===== src/hw/rtl/rbc_pkg.sv =====
// Shared types and constants of the run-length byte compressor.
// Used by the front end, the command queue and the back end; depends on nothing.
package rbc_pkg;

   localparam int ByteW     = 8;
   localparam int CountW    = 7;
   localparam int FifoDepth = 4;
   localparam int FifoAw    = $clog2(FifoDepth);
   localparam int FifoCw    = $clog2(FifoDepth + 1);

   // Command codes passed from the front end to the back end.
   localparam logic [1:0] OP_PUSH    = 2'd0;
   localparam logic [1:0] OP_REPEAT  = 2'd1;
   localparam logic [1:0] OP_LITERAL = 2'd2;

   typedef struct packed {
      logic [1:0]        op;
      logic [CountW-1:0] count;
      logic [ByteW-1:0]  value;
   } cmd_type;

   typedef struct packed {
      logic empty;
      logic room_two;
   } fifo_stat_type;

endpackage


===== src/hw/rtl/rbc_front.sv =====
// Front end: accepts raw bytes, tracks the pending run and issues commands.
// Depends on rbc_pkg for the command type and the queue status.
module rbc_front #(
   parameter int MAX_LITERAL = 32,
   parameter int MAX_REPEAT  = 127
) (
   input  logic                  clock,
   input  logic                  reset,
   input  logic                  req_tvalid,
   output logic                  req_tready,
   input  logic [7:0]            req_tdata,   // data_byte
   input  logic                  req_tlast,   // end_of_stream
   input  rbc_pkg::fifo_stat_type stat,
   output logic                  push_valid,
   output rbc_pkg::cmd_type      push_cmd
);

   localparam int PcW = $clog2(MAX_LITERAL + 1);

   logic [PcW-1:0]              pc_ff, pc_in;
   logic [rbc_pkg::CountW-1:0]  rc_ff, rc_in;
   logic [rbc_pkg::ByteW-1:0]   last_ff, last_in;
   logic                        second_valid_ff, second_valid_in;
   rbc_pkg::cmd_type            second_cmd_ff, second_cmd_in;
   logic                        accept;
   logic                        c1_valid, c2_valid;
   rbc_pkg::cmd_type            c1, c2;

   function automatic rbc_pkg::cmd_type mk_cmd(input logic [1:0] op,
                                               input logic [rbc_pkg::CountW-1:0] count,
                                               input logic [rbc_pkg::ByteW-1:0] value);
      rbc_pkg::cmd_type c;
      c.op    = op;
      c.count = count;
      c.value = value;
      return c;
   endfunction

   assign req_tready = !second_valid_ff && stat.room_two;
   assign accept     = req_tvalid && req_tready;

   always_comb begin
      pc_in    = pc_ff;
      rc_in    = rc_ff;
      last_in  = last_ff;
      c1_valid = 1'b0;
      c2_valid = 1'b0;
      c1       = mk_cmd(rbc_pkg::OP_PUSH, '0, req_tdata);
      c2       = mk_cmd(rbc_pkg::OP_PUSH, '0, req_tdata);
      if (req_tlast) begin
         if (pc_ff == PcW'(1)) begin
            c1_valid = 1'b1;
            c1       = mk_cmd(rbc_pkg::OP_REPEAT, rc_ff, last_ff);
         end else if (pc_ff > PcW'(1)) begin
            c1_valid = 1'b1;
            c1       = mk_cmd(rbc_pkg::OP_LITERAL, rbc_pkg::CountW'(pc_ff), last_ff);
         end
         pc_in = '0;
         rc_in = '0;
      end else if (pc_ff == '0) begin
         c1_valid = 1'b1;
         pc_in    = PcW'(1);
         rc_in    = rbc_pkg::CountW'(1);
         last_in  = req_tdata;
      end else if (pc_ff == PcW'(1)) begin
         if (req_tdata == last_ff) begin
            if (rc_ff >= rbc_pkg::CountW'(MAX_REPEAT)) begin
               // A full repeat goes out and the byte starts a fresh run.
               c1_valid = 1'b1;
               c1       = mk_cmd(rbc_pkg::OP_REPEAT, rc_ff, last_ff);
               c2_valid = 1'b1;
               rc_in    = rbc_pkg::CountW'(1);
            end else begin
               rc_in = (rc_ff == '0) ? rbc_pkg::CountW'(2) : rc_ff + rbc_pkg::CountW'(1);
            end
         end else if (rc_ff < rbc_pkg::CountW'(2)) begin
            c1_valid = 1'b1;
            pc_in    = PcW'(2);
            rc_in    = rbc_pkg::CountW'(1);
            last_in  = req_tdata;
         end else begin
            c1_valid = 1'b1;
            c1       = mk_cmd(rbc_pkg::OP_REPEAT, rc_ff, last_ff);
            c2_valid = 1'b1;
            rc_in    = rbc_pkg::CountW'(1);
            last_in  = req_tdata;
         end
      end else begin
         if (req_tdata == last_ff) begin
            // The matching last byte stays behind in the buffer as the repeat value.
            c1_valid = 1'b1;
            c1       = mk_cmd(rbc_pkg::OP_LITERAL,
                              rbc_pkg::CountW'(PcW'(pc_ff - PcW'(1))), last_ff);
            pc_in    = PcW'(1);
            rc_in    = rbc_pkg::CountW'(2);
         end else if (pc_ff >= PcW'(MAX_LITERAL)) begin
            c1_valid = 1'b1;
            c1       = mk_cmd(rbc_pkg::OP_LITERAL, rbc_pkg::CountW'(pc_ff), last_ff);
            c2_valid = 1'b1;
            pc_in    = PcW'(1);
            rc_in    = rbc_pkg::CountW'(1);
            last_in  = req_tdata;
         end else begin
            c1_valid = 1'b1;
            pc_in    = PcW'(pc_ff + PcW'(1));
            last_in  = req_tdata;
         end
      end
   end

   always_comb begin
      second_valid_in = second_valid_ff;
      second_cmd_in   = second_cmd_ff;
      push_valid      = 1'b0;
      push_cmd        = c1;
      if (second_valid_ff) begin
         push_valid      = 1'b1;
         push_cmd        = second_cmd_ff;
         second_valid_in = 1'b0;
      end else if (accept) begin
         push_valid      = c1_valid;
         second_valid_in = c2_valid;
         second_cmd_in   = c2;
      end
   end

   always_ff @(posedge clock) begin
      if (reset) begin
         pc_ff           <= '0;
         rc_ff           <= '0;
         second_valid_ff <= 1'b0;
      end else begin
         if (accept) begin
            pc_ff <= pc_in;
            rc_ff <= rc_in;
         end
         second_valid_ff <= second_valid_in;
      end
   end

   always_ff @(posedge clock) begin
      if (accept) begin
         last_ff <= last_in;
      end
      second_cmd_ff <= second_cmd_in;
   end

endmodule


===== src/hw/rtl/rbc_cmd_fifo.sv =====
// Short command queue between the front end and the back end.
// Depends on rbc_pkg for the command type, depth and status struct.
module rbc_cmd_fifo (
   input  logic                   clock,
   input  logic                   reset,
   input  logic                   push_valid,
   input  rbc_pkg::cmd_type       push_cmd,
   input  logic                   pop,
   output rbc_pkg::cmd_type       head_cmd,
   output rbc_pkg::fifo_stat_type stat
);

   rbc_pkg::cmd_type                entry_ff [rbc_pkg::FifoDepth];
   logic [rbc_pkg::FifoAw-1:0]      wptr_ff, rptr_ff;
   logic [rbc_pkg::FifoCw-1:0]      count_ff, count_in;

   assign head_cmd      = entry_ff[rptr_ff];
   assign stat.empty    = (count_ff == '0);
   assign stat.room_two = (count_ff <= rbc_pkg::FifoCw'(rbc_pkg::FifoDepth - 2));

   always_comb begin
      count_in = count_ff;
      if (push_valid && !pop) begin
         count_in = count_ff + rbc_pkg::FifoCw'(1);
      end else if (pop && !push_valid) begin
         count_in = count_ff - rbc_pkg::FifoCw'(1);
      end
   end

   always_ff @(posedge clock) begin
      if (reset) begin
         wptr_ff  <= '0;
         rptr_ff  <= '0;
         count_ff <= '0;
      end else begin
         if (push_valid) begin
            wptr_ff <= wptr_ff + rbc_pkg::FifoAw'(1);
         end
         if (pop) begin
            rptr_ff <= rptr_ff + rbc_pkg::FifoAw'(1);
         end
         count_ff <= count_in;
      end
   end

   always_ff @(posedge clock) begin
      if (push_valid) begin
         entry_ff[wptr_ff] <= push_cmd;
      end
   end

endmodule


===== src/hw/rtl/rbc_back.sv =====
// Back end: holds the pending bytes in a ring buffer and emits the coded bytes.
// Depends on rbc_pkg for the command type and command codes.
module rbc_back #(
   parameter int MAX_LITERAL = 32
) (
   input  logic                   clock,
   input  logic                   reset,
   input  rbc_pkg::cmd_type       head_cmd,
   input  rbc_pkg::fifo_stat_type stat,
   output logic                   pop,
   output logic                   rsp_tvalid,
   input  logic                   rsp_tready,
   output logic [7:0]             rsp_tdata,   // out_byte
   output logic                   rsp_tlast    // last_of_run
);

   localparam int BufAw    = $clog2(MAX_LITERAL);
   localparam int BufDepth = 1 << BufAw;

   localparam logic [2:0] ST_IDLE     = 3'd0;
   localparam logic [2:0] ST_REP_CNT  = 3'd1;
   localparam logic [2:0] ST_REP_VAL  = 3'd2;
   localparam logic [2:0] ST_LIT_HDR  = 3'd3;
   localparam logic [2:0] ST_LIT_DATA = 3'd4;

   logic [rbc_pkg::ByteW-1:0]   buf_mem [BufDepth];
   logic [rbc_pkg::ByteW-1:0]   rd_data_ff;
   logic [2:0]                  state_ff, state_in;
   logic [BufAw-1:0]            head_ff, head_in, tail_ff, tail_in;
   logic [rbc_pkg::CountW-1:0]  remain_ff, remain_in;
   logic [rbc_pkg::ByteW-1:0]   value_ff, value_in;
   logic                        out_valid_ff, out_valid_in;
   logic [rbc_pkg::ByteW-1:0]   out_data_ff, out_data_in;
   logic                        out_last_ff, out_last_in;
   logic                        out_free, out_load, mem_we;

   assign rsp_tvalid = out_valid_ff;
   assign rsp_tdata  = out_data_ff;
   assign rsp_tlast  = out_last_ff;
   assign out_free   = !out_valid_ff || rsp_tready;

   always_comb begin
      state_in    = state_ff;
      head_in     = head_ff;
      tail_in     = tail_ff;
      remain_in   = remain_ff;
      value_in    = value_ff;
      out_load    = 1'b0;
      out_data_in = out_data_ff;
      out_last_in = 1'b0;
      pop         = 1'b0;
      mem_we      = 1'b0;
      case (state_ff)
         ST_IDLE: begin
            if (!stat.empty) begin
               pop       = 1'b1;
               remain_in = head_cmd.count;
               value_in  = head_cmd.value;
               case (head_cmd.op)
                  rbc_pkg::OP_PUSH: begin
                     mem_we  = 1'b1;
                     tail_in = tail_ff + BufAw'(1);
                  end
                  rbc_pkg::OP_REPEAT: begin
                     // The single pending byte is dropped; its value rides in the command.
                     head_in  = head_ff + BufAw'(1);
                     state_in = ST_REP_CNT;
                  end
                  rbc_pkg::OP_LITERAL: begin
                     state_in = ST_LIT_HDR;
                  end
                  default: begin
                     state_in = ST_IDLE;
                  end
               endcase
            end
         end
         ST_REP_CNT: begin
            if (out_free) begin
               out_load    = 1'b1;
               out_data_in = {1'b0, remain_ff};
               state_in    = ST_REP_VAL;
            end
         end
         ST_REP_VAL: begin
            if (out_free) begin
               out_load    = 1'b1;
               out_data_in = value_ff;
               out_last_in = 1'b1;
               state_in    = ST_IDLE;
            end
         end
         ST_LIT_HDR: begin
            if (out_free) begin
               out_load    = 1'b1;
               out_data_in = rbc_pkg::ByteW'(9'd256 - 9'(remain_ff));
               state_in    = ST_LIT_DATA;
            end
         end
         ST_LIT_DATA: begin
            if (out_free) begin
               out_load    = 1'b1;
               out_data_in = rd_data_ff;
               out_last_in = (remain_ff == rbc_pkg::CountW'(1));
               head_in     = head_ff + BufAw'(1);
               remain_in   = remain_ff - rbc_pkg::CountW'(1);
               if (remain_ff == rbc_pkg::CountW'(1)) begin
                  state_in = ST_IDLE;
               end
            end
         end
         default: begin
            state_in = ST_IDLE;
         end
      endcase
   end

   always_comb begin
      out_valid_in = out_valid_ff;
      if (out_load) begin
         out_valid_in = 1'b1;
      end else if (rsp_tready) begin
         out_valid_in = 1'b0;
      end
   end

   always_ff @(posedge clock) begin
      if (reset) begin
         state_ff     <= ST_IDLE;
         head_ff      <= '0;
         tail_ff      <= '0;
         out_valid_ff <= 1'b0;
      end else begin
         state_ff     <= state_in;
         head_ff      <= head_in;
         tail_ff      <= tail_in;
         out_valid_ff <= out_valid_in;
      end
   end

   always_ff @(posedge clock) begin
      remain_ff <= remain_in;
      value_ff  <= value_in;
      if (out_load) begin
         out_data_ff <= out_data_in;
         out_last_ff <= out_last_in;
      end
   end

   // The read address follows the next head, so rd_data_ff tracks the oldest byte.
   always_ff @(posedge clock) begin
      if (mem_we) begin
         buf_mem[tail_ff] <= value_in;
      end
      rd_data_ff <= buf_mem[head_in];
   end

endmodule


===== src/hw/rtl/rle_byte_compressor.sv =====
// Run-length byte compressor. The back end takes each command from the queue while idle;
// a repeat then gives a count byte and a value byte, and a literal of n bytes a header
// byte and then its n bytes. Requests are taken one per cycle while the command queue
// has two free slots; a request that closes a run and starts a new one holds off the
// next request while its second command is pushed.
// Synchronous active-high reset clears the run state, the queue and the output valid.
module rle_byte_compressor #(
   parameter int MAX_LITERAL = 32,
   parameter int MAX_REPEAT  = 127
) (
   input  logic       clock,
   input  logic       reset,
   input  logic       req_tvalid,
   output logic       req_tready,
   input  logic [7:0] req_tdata,   // data_byte
   input  logic       req_tlast,   // end_of_stream
   output logic       rsp_tvalid,
   input  logic       rsp_tready,
   output logic [7:0] rsp_tdata,   // out_byte
   output logic       rsp_tlast    // last_of_run
);

   logic                   push_valid;
   logic                   pop;
   rbc_pkg::cmd_type       push_cmd;
   rbc_pkg::cmd_type       head_cmd;
   rbc_pkg::fifo_stat_type stat;

   rbc_front #(
      .MAX_LITERAL(MAX_LITERAL),
      .MAX_REPEAT (MAX_REPEAT)
   ) u_front (
      .clock     (clock),
      .reset     (reset),
      .req_tvalid(req_tvalid),
      .req_tready(req_tready),
      .req_tdata (req_tdata),
      .req_tlast (req_tlast),
      .stat      (stat),
      .push_valid(push_valid),
      .push_cmd  (push_cmd)
   );

   rbc_cmd_fifo u_fifo (
      .clock     (clock),
      .reset     (reset),
      .push_valid(push_valid),
      .push_cmd  (push_cmd),
      .pop       (pop),
      .head_cmd  (head_cmd),
      .stat      (stat)
   );

   rbc_back #(
      .MAX_LITERAL(MAX_LITERAL)
   ) u_back (
      .clock     (clock),
      .reset     (reset),
      .head_cmd  (head_cmd),
      .stat      (stat),
      .pop       (pop),
      .rsp_tvalid(rsp_tvalid),
      .rsp_tready(rsp_tready),
      .rsp_tdata (rsp_tdata),
      .rsp_tlast (rsp_tlast)
   );

endmodule


===== config.mk =====
export PLATFORM = sky130hd
export DESIGN_NAME = rle_byte_compressor
export DESIGN_NICKNAME = d
export VERILOG_FILES = /design/src/hw/rtl/rbc_pkg.sv /design/src/hw/rtl/rbc_front.sv /design/src/hw/rtl/rbc_cmd_fifo.sv /design/src/hw/rtl/rbc_back.sv /design/src/hw/rtl/rle_byte_compressor.sv
export SDC_FILE = /design/constraint.sdc
export NUM_CORES = 1
export LEC_CHECK = 0
export ABC_AREA = 1
export BUFFER_PORTS_ARGS = -buffer_cell sky130_fd_sc_hd__buf_2
export CAP_MARGIN = 20
export CORE_MARGIN = 2
export CORE_UTILIZATION = 54
export DETAILED_ROUTE_END_ITERATION = 16
export PLACE_DENSITY = 0.79
export SYNTH_ARGS = -nofsm -noshare
export SYNTH_HDL_FRONTEND = slang
export SYNTH_HIERARCHICAL = 1
export SYNTH_SLANG_ARGS = --single-unit

===== constraint.sdc =====
create_clock -name clock -period 3.3 [get_ports clock]
set_clock_uncertainty 0.1 [all_clocks]
set_input_delay 0.66 -clock clock [delete_from_list [all_inputs] [get_ports clock]]
set_output_delay 0.66 -clock clock [all_outputs]
set_load 0.02 [all_outputs]

==> reports/qor.txt <==
Clk slew on worst S/H paths = 0.06 ns
Commonest non-fill, non-tap cells in the layout = nand2_1, edfxtp_1, nand3_1, inv_1, nor2_1
Final ANT Viol Nets = 0
Detailed Routing Iterations Pass 1 = 6
Num CTS Buffers = 42
Sequential share of the synthesized area = 61.1%
Global Route Usage Sum = 26.3%
Placer Congestion = 0.933
CP Class = flop to flop
Yosys cell types = 50
Initial drt markers = 1427
Gr ovfl total = 0
Max cap viols = 0
WL/cell = 19.4 microns
IO buf count = 23
CTS tree = yes
Hold Vio Cnt, Final = 0
CP Data Arrival Time = 3.37 ns
Core Footprint = 35300 sq um
Mapped Avg Cell Area = 9.75 sq um
Final core utilization = 60.3%
CP required = 3.65 ns
Max Root-Sink Buffers = 3
Worst-path maximum fanout = 12
Post-synthesis register bit count = 409
Post-route cell area = 21300 sq um
Commonest non-fill, non-tap cell in the layout = nand2_1
RSZ-0062 raised after global routing = false
CP Capture Type = flop
Critical Path Start Type = flop
Final count of pins violating max slew = 0
Setup Viol. Count Final = 0
Reg2reg path depth = 13
IO Pins = 24
Core Rows = 69
Total power = 20.0 mW
Dpl hpwl = 30800 microns
Worst-Margin Slew = 0.856 ns
Placed Area = 19900 sq um
Clock H-tree levels = 2
Largest net degree at the start of global routing = 65
DRC errors left = 0
Pwr/cell area = 940 nW/um^2
Root Driver = clkbuf_16
Layout area overhead = 10.6%
Final #Nets = 2030
Die height = 193 microns
Post CTS Setup Buffer Count = 0
Worst Hold Slack = 0.231 ns
Layout fillers = 2790
Vias in the first global route = 13900
Leakage power = 8.56 nW
Final critical-path required period = 3.02 ns
CTS Sinks = 409
Initial antenna violation count = 0
Cell count after synthesis = 1974
Die Footprint = 37200 sq um
Warnings, synthesis = 6
Hold Path Depth = 1
Status = finished, final reports clean
Die W = 193 microns
Via density = 5.77
Worst VDD drop = 0.957 mV
Hold crit path type = primary input to flop
Routed WL = 48200 microns
Diode count = 0
Total number of vias = 14400
Initial Util = 54.5%
Final Cycle Share = 91.4%
Later-pin clock latency in the skew report = 0.56 ns
Synthesized cell area = 19200 sq um
Syn Nets = 2009
First-pass GRT wire length = 74900 microns
Fmax = 332 MHz
Setup_tns = 0 ns
Layout cells sized above 1 = 10.1%
Max transition margin = 42.8%
layer usage:
layer,GRT usage [%],up-vias,part of all wire (%)
met3,5.66,133,9.2
met2,43.3,803,49
li1,-,6683,-
met1,33.7,6746,38
met5,0,-,0
met4,11.0,0,3.9
power by group:
| group | internal, mW | leakage, nW | switching (mW) |
|---|---|---|---|
| Sequential | 7.27 | 3.68 | 0.336 |
| Clock | 2.73 | 0.663 | 1.92 |
| Combinational | 2.12 | 4.21 | 5.63 |
synth_stat cells, drive strengths merged:
cell,count,share of area [%]
a211oi,1,0.039
a21oi,56,1.6
a311oi,1,0.046
a31oi,4,0.16
buf,82,2.5
clkbuf,11,0.21
clkinv,3,0.085
dfxtp,53,5.5
edfxtp,356,56
fa,1,0.10
ha,21,1.4
inv,240,4.7
nand2,482,9.9
nand3,309,8.3
nand3b,33,1.3
nand4,6,0.20
nor2,141,3.1
nor3,15,0.39
nor3b,1,0.039
nor4,2,0.065
o2111ai,4,0.18
o211ai,3,0.12
o21ai,113,3.3
o21bai,1,0.039
o22a,1,0.046
o22ai,18,0.59
or2,2,0.065
xnor2,3,0.14
xor2,11,0.50
worst max-delay path, stage by stage, from the launching register on:
cell,delay [ns]
dfxtp_1,0.53
inv_1,0.17
ha_1,0.26
nand2_4,0.20
nand2_8,0.10
nor2_4,0.16
nand2_1,0.12
nand3_1,0.11
nand2_1,0.14
ha_1,0.28
inv_1,0.09
fa_1,0.42
o21ai_0,0.15
nor2_1,0.05
metrics by stage:
stage / std cells / setup WS, ns
global route: 2488 / 0.0469
CTS: 2488 / 0.226
detailed placement: 2412 / 0.281
global placement: 2412 / 0.365
floorplan: 1974 / 0.415
finish: 2488 / 0.284
worst paths after layout:
| check | start | to | slack (ns) |
|---|---|---|---|
| setup / recovery | u_front/pc_ff[0]$_SDFFE_PP0P_ | u_fifo/count_ff[1]$_SDFFE_PP0P_ | 0.28 |
| hold reg to reg | u_fifo/rptr_ff[1]$_SDFFE_PP0P_ | u_fifo/rptr_ff[1]$_SDFFE_PP0P_ | 0.35 |
| setup reg to reg | u_front/pc_ff[0]$_SDFFE_PP0P_ | u_fifo/count_ff[1]$_SDFFE_PP0P_ | 0.28 |
| hold / removal | req_tdata[0] | u_front/last_ff[0]$_DFFE_PP_ | 0.23 |
kinds of logic (layout without fill, tap and decap cells):
logic type / after synthesis / count (layout) / synth area share (%)
flops: 409 / 409 / 61.1
fa+ha+maj: 22 / 22 / 1.47
compound gates: 202 / 202 / 6.06
xor+xnor: 14 / 14 / 0.637
buf+inv: 336 / 389 / 7.51
simple gates: 991 / 991 / 23.3
flip-flops by register name, summed over array words and instances, names as in the netlist, 2 cells and up, named ones only:
signal and flops:
u_back/rsp_tdata 8, u_back/rd_data_ff 8, u_fifo/rptr_ff 2, u_front/last_ff 8
u_back/value_ff 8, u_fifo/entry_ff 68, u_fifo/wptr_ff 2, u_front/second_cmd_ff 8
u_back/tail_ff 5, u_front/rc_ff 7, u_back/head_ff 5, u_back/remain_ff 7
u_back/buf_mem 256, u_fifo/count_ff 3, u_back/state_ff 3, u_front/pc_ff 6
repair_timing:
action | CTS | global route
gates resized for setup | 0 | 1
hold buffers | 0 | 0
endpoints found under the setup margin | 0 | 7
hold endpoints to repair | 0 | 0
area by class of cell:
class | instances | area [sq um] | share of cell area, %
well taps | 461 | 577 | 2.71
multi-input cells | 1229 | 6080 | 28.6
inverters | 243 | 927 | 4.36
clock buffers | 61 | 1230 | 5.76
flip-flops and latches | 409 | 11800 | 55.2
clock inverters | 15 | 123 | 0.576
repair buffers | 70 | 593 | 2.79
Power figures use the tool's default switching activity.
